[config.mk]
export PLATFORM = sky130hd
export DESIGN_NAME = dpd_pd_term
export DESIGN_NICKNAME = d
export VERILOG_FILES = /design/src/hdl/dpd_pkg.sv /design/src/hdl/dpd_pd_term.sv
export SDC_FILE = /design/constraint.sdc
export NUM_CORES = 2
export LEC_CHECK = 0
export BUFFER_PORTS_ARGS = -buffer_cell sky130_fd_sc_hd__buf_2
export CORE_UTILIZATION = 35
export DETAILED_ROUTE_END_ITERATION = 10
export GPL_TIMING_DRIVEN = 0
export SLEW_MARGIN = 25
export SYNTH_ARGS = -nofsm -noshare
export SYNTH_HDL_FRONTEND = slang
export SYNTH_SLANG_ARGS = --single-unit
[constraint.sdc]
create_clock -name vclk -period 31
set_input_delay 6.2 -clock vclk [all_inputs]
set_output_delay 6.2 -clock vclk [all_outputs]
set_load 0.05 [all_outputs]
[src/hdl/dpd_pkg.sv]
// Shared types, constants and the drive-shaping helper function for the dual PD drive controller.
`timescale 1ns / 1ps

package dpd_pkg;

	localparam int CountW = 16;
	localparam int GainW  = 16;
	localparam int DriveW = 16;
	localparam int ErrW   = 18;
	localparam int SettleW = 20;
	localparam int CorrW  = 34;
	localparam int CfgIdxW = 3;
	localparam int CfgDataW = 20;

	localparam int FracShift = 5;
	localparam int DriveMax  = 32767;
	localparam int DriveMin  = -32768;
	localparam int DeadLimit = 9830;
	localparam int DeadFloor = 11469;
	localparam int Tol       = 10;

	localparam logic [SettleW-1:0] CountTop = '1;

	typedef enum logic [CfgIdxW-1:0] {
		REG_GAIN_P_ANGLE     = 3'd0,
		REG_GAIN_D_ANGLE     = 3'd1,
		REG_GAIN_P_DISTANCE  = 3'd2,
		REG_GAIN_D_DISTANCE  = 3'd3,
		REG_TARGET_DISTANCE  = 3'd4,
		REG_TARGET_ANGLE     = 3'd5,
		REG_SETTLE_THRESHOLD = 3'd6
	} cfg_reg_t;

	localparam logic [GainW-1:0]   GainAngleRst    = 16'd1573;
	localparam logic [GainW-1:0]   GainDistanceRst = 16'd1363;
	localparam logic [SettleW-1:0] SettleThreshRst = 20'd500000;

	typedef logic signed [CorrW-1:0] corr_t;
	typedef logic signed [DriveW-1:0] drive_t;

	// Saturate to Q1.15, then push small nonzero drives out to the minimum level.
	function automatic drive_t shape_drive(input corr_t v);
		drive_t d;
		if (v > corr_t'(DriveMax)) begin
			d = drive_t'(DriveMax);
		end else if (v < corr_t'(DriveMin)) begin
			d = drive_t'(DriveMin);
		end else begin
			d = drive_t'(v);
		end
		if (d > drive_t'(0) && d <= drive_t'(DeadLimit)) begin
			d = drive_t'(DeadFloor);
		end else if (d < drive_t'(0) && d >= drive_t'(-DeadLimit)) begin
			d = drive_t'(-DeadFloor);
		end
		return d;
	endfunction

endpackage

[src/hdl/dpd_pd_term.sv]
// Proportional and derivative products of one PD loop, scaled from Q.20 to Q.15.
`timescale 1ns / 1ps

module dpd_pd_term (
	input  logic signed [dpd_pkg::ErrW-1:0]  err,
	input  logic signed [dpd_pkg::ErrW-1:0]  prev_err,
	input  logic [dpd_pkg::GainW-1:0]        gain_p,
	input  logic [dpd_pkg::GainW-1:0]        gain_d,
	output dpd_pkg::corr_t                   term_p,
	output dpd_pkg::corr_t                   term_d
);

	localparam int EW = dpd_pkg::ErrW;
	localparam int GW = dpd_pkg::GainW;
	localparam int CW = dpd_pkg::CorrW;
	localparam int PW = EW + GW + 1;
	localparam int DW = EW + GW + 2;

	logic signed [EW:0]       err_diff;
	logic signed [PW-1:0]     prod_p;
	logic signed [DW-1:0]     prod_d;

	assign err_diff = {err[EW-1], err} - {prev_err[EW-1], prev_err};
	assign prod_p   = PW'(err) * PW'($signed({1'b0, gain_p}));
	assign prod_d   = DW'(err_diff) * DW'($signed({1'b0, gain_d}));

	// Arithmetic shifts floor the products toward minus infinity.
	assign term_p = CW'(prod_p >>> dpd_pkg::FracShift);
	assign term_d = CW'(prod_d >>> dpd_pkg::FracShift);

endmodule

# Yosys cells after proc, flatten, opt, wreduce, memory -nomap -nowiden
# Cells that the tools add are included.
# Widths: inputs -> output; s select.
# totals
out_inout_bits	68
wordCells	3
inputBits	68
regBits	0
# op_classes
mul	2
add_sub_neg	1
# op_table
op	n
$mul 19x17->36	1
$mul 18x17->35	1
$sub 18x18->19	1

# Depth between registers and ports, before layout
# logic_depth
word_depth	2
mapped_depth	36
ltp_nobuf	32

# Least setup slack after synthesis
# No wires, ideal clock.
# synth_path
kind	input-to-output
startpoint	in err[0] (netlist name)
endpoint	out term_d[27]
stages	34
required_ns	24.800
path_buffers	5
arrival_ns	14.574
path_slack_ns	10.226
cell_sequence	clkbuf_1 inv_1 ha_1 inv_1 fa_1 a21o_1 a21oi_4 o21ai_2 a21o_1 a41o_1 a41oi_2 buf_6 buf_12 buf_2 nand3_1 fa_1 fa_1 fa_1 inv_1 fa_1 fa_1 inv_1 fa_1 inv_1 ha_1 clkbuf_1 a21o_1 a221oi_1 o211ai_1 o21ai_1 o21ai_0 o31ai_1 mux2i_1 a211oi_1
# synth_via
elab_chain_cells	2
# synth_lines
element	line_no	text
start, declared	dpd_pd_term.sv:5	input logic signed [dpd_pkg::ErrW-1:0] err,
$sub 18x18->19	dpd_pd_term.sv:23	assign err_diff = {err[EW-1], err} - {prev_err[EW-1], prev_err};
$mul 19x17->36	dpd_pd_term.sv:25	assign prod_d = DW'(err_diff) * DW'($signed({1'b0, gain_d}));
end, declared	dpd_pd_term.sv:10	output dpd_pkg::corr_t term_d
# Every way passes these cells.

# Worst setup path after layout
# layout_path
startpoint	in err[0] (netlist name)
endpoint	out term_d[29]
# The elaborated chain is that of the path after synthesis.

==> flow_metrics.env <==
export IMPL_wl_mm=70.6
export IMPL_start_util=0.356
export IMPL_worstSetupPathType="in2out"
export IMPL_cpPeakStageDelay_ns=0.69
export IMPL_hold_ws_ns=13.49
export IMPL_syn_to_final_growth_pct=7.29
export IMPL_cts_setup_buffers=0
export IMPL_avgSynthCellArea_um2=8.43
export IMPL_register_area_um2=0
export IMPL_critical_path_peak_fanout=10
export IMPL_place_congestion=0.935
export IMPL_fmax_mhz=44.2
export IMPL_hold_viol=0
export IMPL_drv_cap=0
export IMPL_hold_buffers=0
export IMPL_synthesis_area_um2=25200
export IMPL_post_cts_resized=0
export IMPL_wl_per_cell_um=17.4
export IMPL_flops_and_latches=0
export IMPL_syn_nets=3840
export IMPL_synth_top_family_by_area="adder cells"
export IMPL_cp_start_kind="input port"
export IMPL_slew_viol_final=0
export IMPL_io_buffers=128
export IMPL_setup_viol=0
export IMPL_worst_endpoint_required_ns=24.80
export IMPL_arrival_ns=16.44
export IMPL_end_kind="primary output"
export IMPL_postRouteAntennaNets=0
export IMPL_synth_compound_area_frac=0.0847
export IMPL_slew_headroom=0.276
export IMPL_gr_total_overflow=0
export IMPL_antenna_found_initial=4
export IMPL_grt_max_degree=13
export IMPL_ys_seq_area_frac=0
export IMPL_rsz0062_at_grt="false"
export IMPL_die_h_um=270
export IMPL_core_um2=70600
export IMPL_final_common_cell="inv_1"
export IMPL_die_area_um2=73000
export IMPL_dr_pass1_iters=5
export IMPL_post_dp_hpwl_mm=61.5
export IMPL_nets=3970
export IMPL_drive_gt1_frac=0.0549
export IMPL_fill_cells=7402
export IMPL_track_usage=0.198
export IMPL_synthSimpleGateAreaFrac=0.175
export IMPL_grt_pass1_vias=20500
export IMPL_placementRows=97
export IMPL_synth_area_mux_share=0.00477
export IMPL_fin_setup_tns_ns=0
export IMPL_grt_first_pass_wirelength_mm=114
export IMPL_ys_types=69
export IMPL_synth_adder_area_share=0.570
export IMPL_viasPerCell=5.01
export IMPL_fin_crit_ns=22.64
export IMPL_hold_path_class="in2out"
export IMPL_vias=20300
export IMPL_worst_slew_pin_slew_ns=1.07
export IMPL_cp_common_cell="fa_1"
export IMPL_synth_warnings=0
export IMPL_status="completed"
export IMPL_synth_top_area_share=0.472
export IMPL_drt_initial_drc_count=1463
export IMPL_nClkBuffers=0
export IMPL_cp_slowest_cell="xnor2_1"
export IMPL_drc_errors=0
export IMPL_yosys_area_top_type="fa_1"
export IMPL_synth_xor_area_share=0.0303
export IMPL_die_x_um=270
export IMPL_yosys_top_cells_area="fa_1, inv_1, ha_1"
export IMPL_syn_inst=2985
export IMPL_fin_crit_sh=0.730
export IMPL_layout_common_cells="inv_1, fa_1, nand2_1"
export IMPL_pin_count=136
worst max-delay path, delay by kind of cell:
kind	cells	cell delay (ns)
adder cells (fa/ha/maj)	8	3.41
XOR/XNOR	3	1.02
AO/OA/AOI/OAI	12	3.63
buffers and inverters	11	1.84
AND/OR/NAND/NOR	2	0.31
metal layers:
metal  vias up  track usage  routed length [µm]
met5         -            0                  11
li1       9270            -                   -
met4         2       0.0415                1730
met1     10300        0.291               32000
met2       667        0.319               32700
met3        85       0.0130                4140
final cells by class:
cell class | instances | area (µm²) | area share
Timing Repair Buffer | 128 | 641 | 0.0237
Antenna cell | 2 | 5.00 | 0.000185
Buffer | 155 | 639 | 0.0237
Tap cell | 940 | 1180 | 0.0435
Inverter | 734 | 2760 | 0.102
Multi-Input combinational cell | 2096 | 21800 | 0.807
path summary, 6_finish.rpt:
check / from / endpoint / depth (start not counted)
worst max-delay path: err[0] / term_d[29] / 36
worst min-delay path: err[0] / term_p[2] / 7
cells in the mapped netlist, types with 23 or more instances:
master / count
inv_1: 733
fa_1: 593
nand2_1: 406
and2_1: 214
ha_1: 194
clkbuf_1: 138
nand3_1: 85
a21oi_1: 71
xnor2_1: 65
nor2b_1: 54
nor2_1: 51
a21o_1: 34
o21ai_0: 34
o211ai_1: 23
kinds of logic after synthesis:
group | after synthesis
AO/OA/AOI/OAI | 300
XOR/XNOR | 87
adder cells (fa/ha/maj) | 793
buffers and inverters | 889
multiplexers | 12
AND/OR/NAND/NOR | 904
through the flow:
step / util / worst slack [ns] / cell area [µm²] / instances
finish: 0.382 / 8.36 / 27000 / 4055
detailed placement: 0.382 / 8.38 / 27000 / 4053
CTS: 0.382 / 8.34 / 27000 / 4053
floorplan: - / 10.23 / 25200 / 2985
global placement: 0.382 / 8.29 / 27000 / 4053
global route: 0.382 / 7.75 / 27000 / 4054
Power is left out: the tool's default activity adds up to more than one toggle a clock period on the data nets, which glitch-free logic cannot reach.
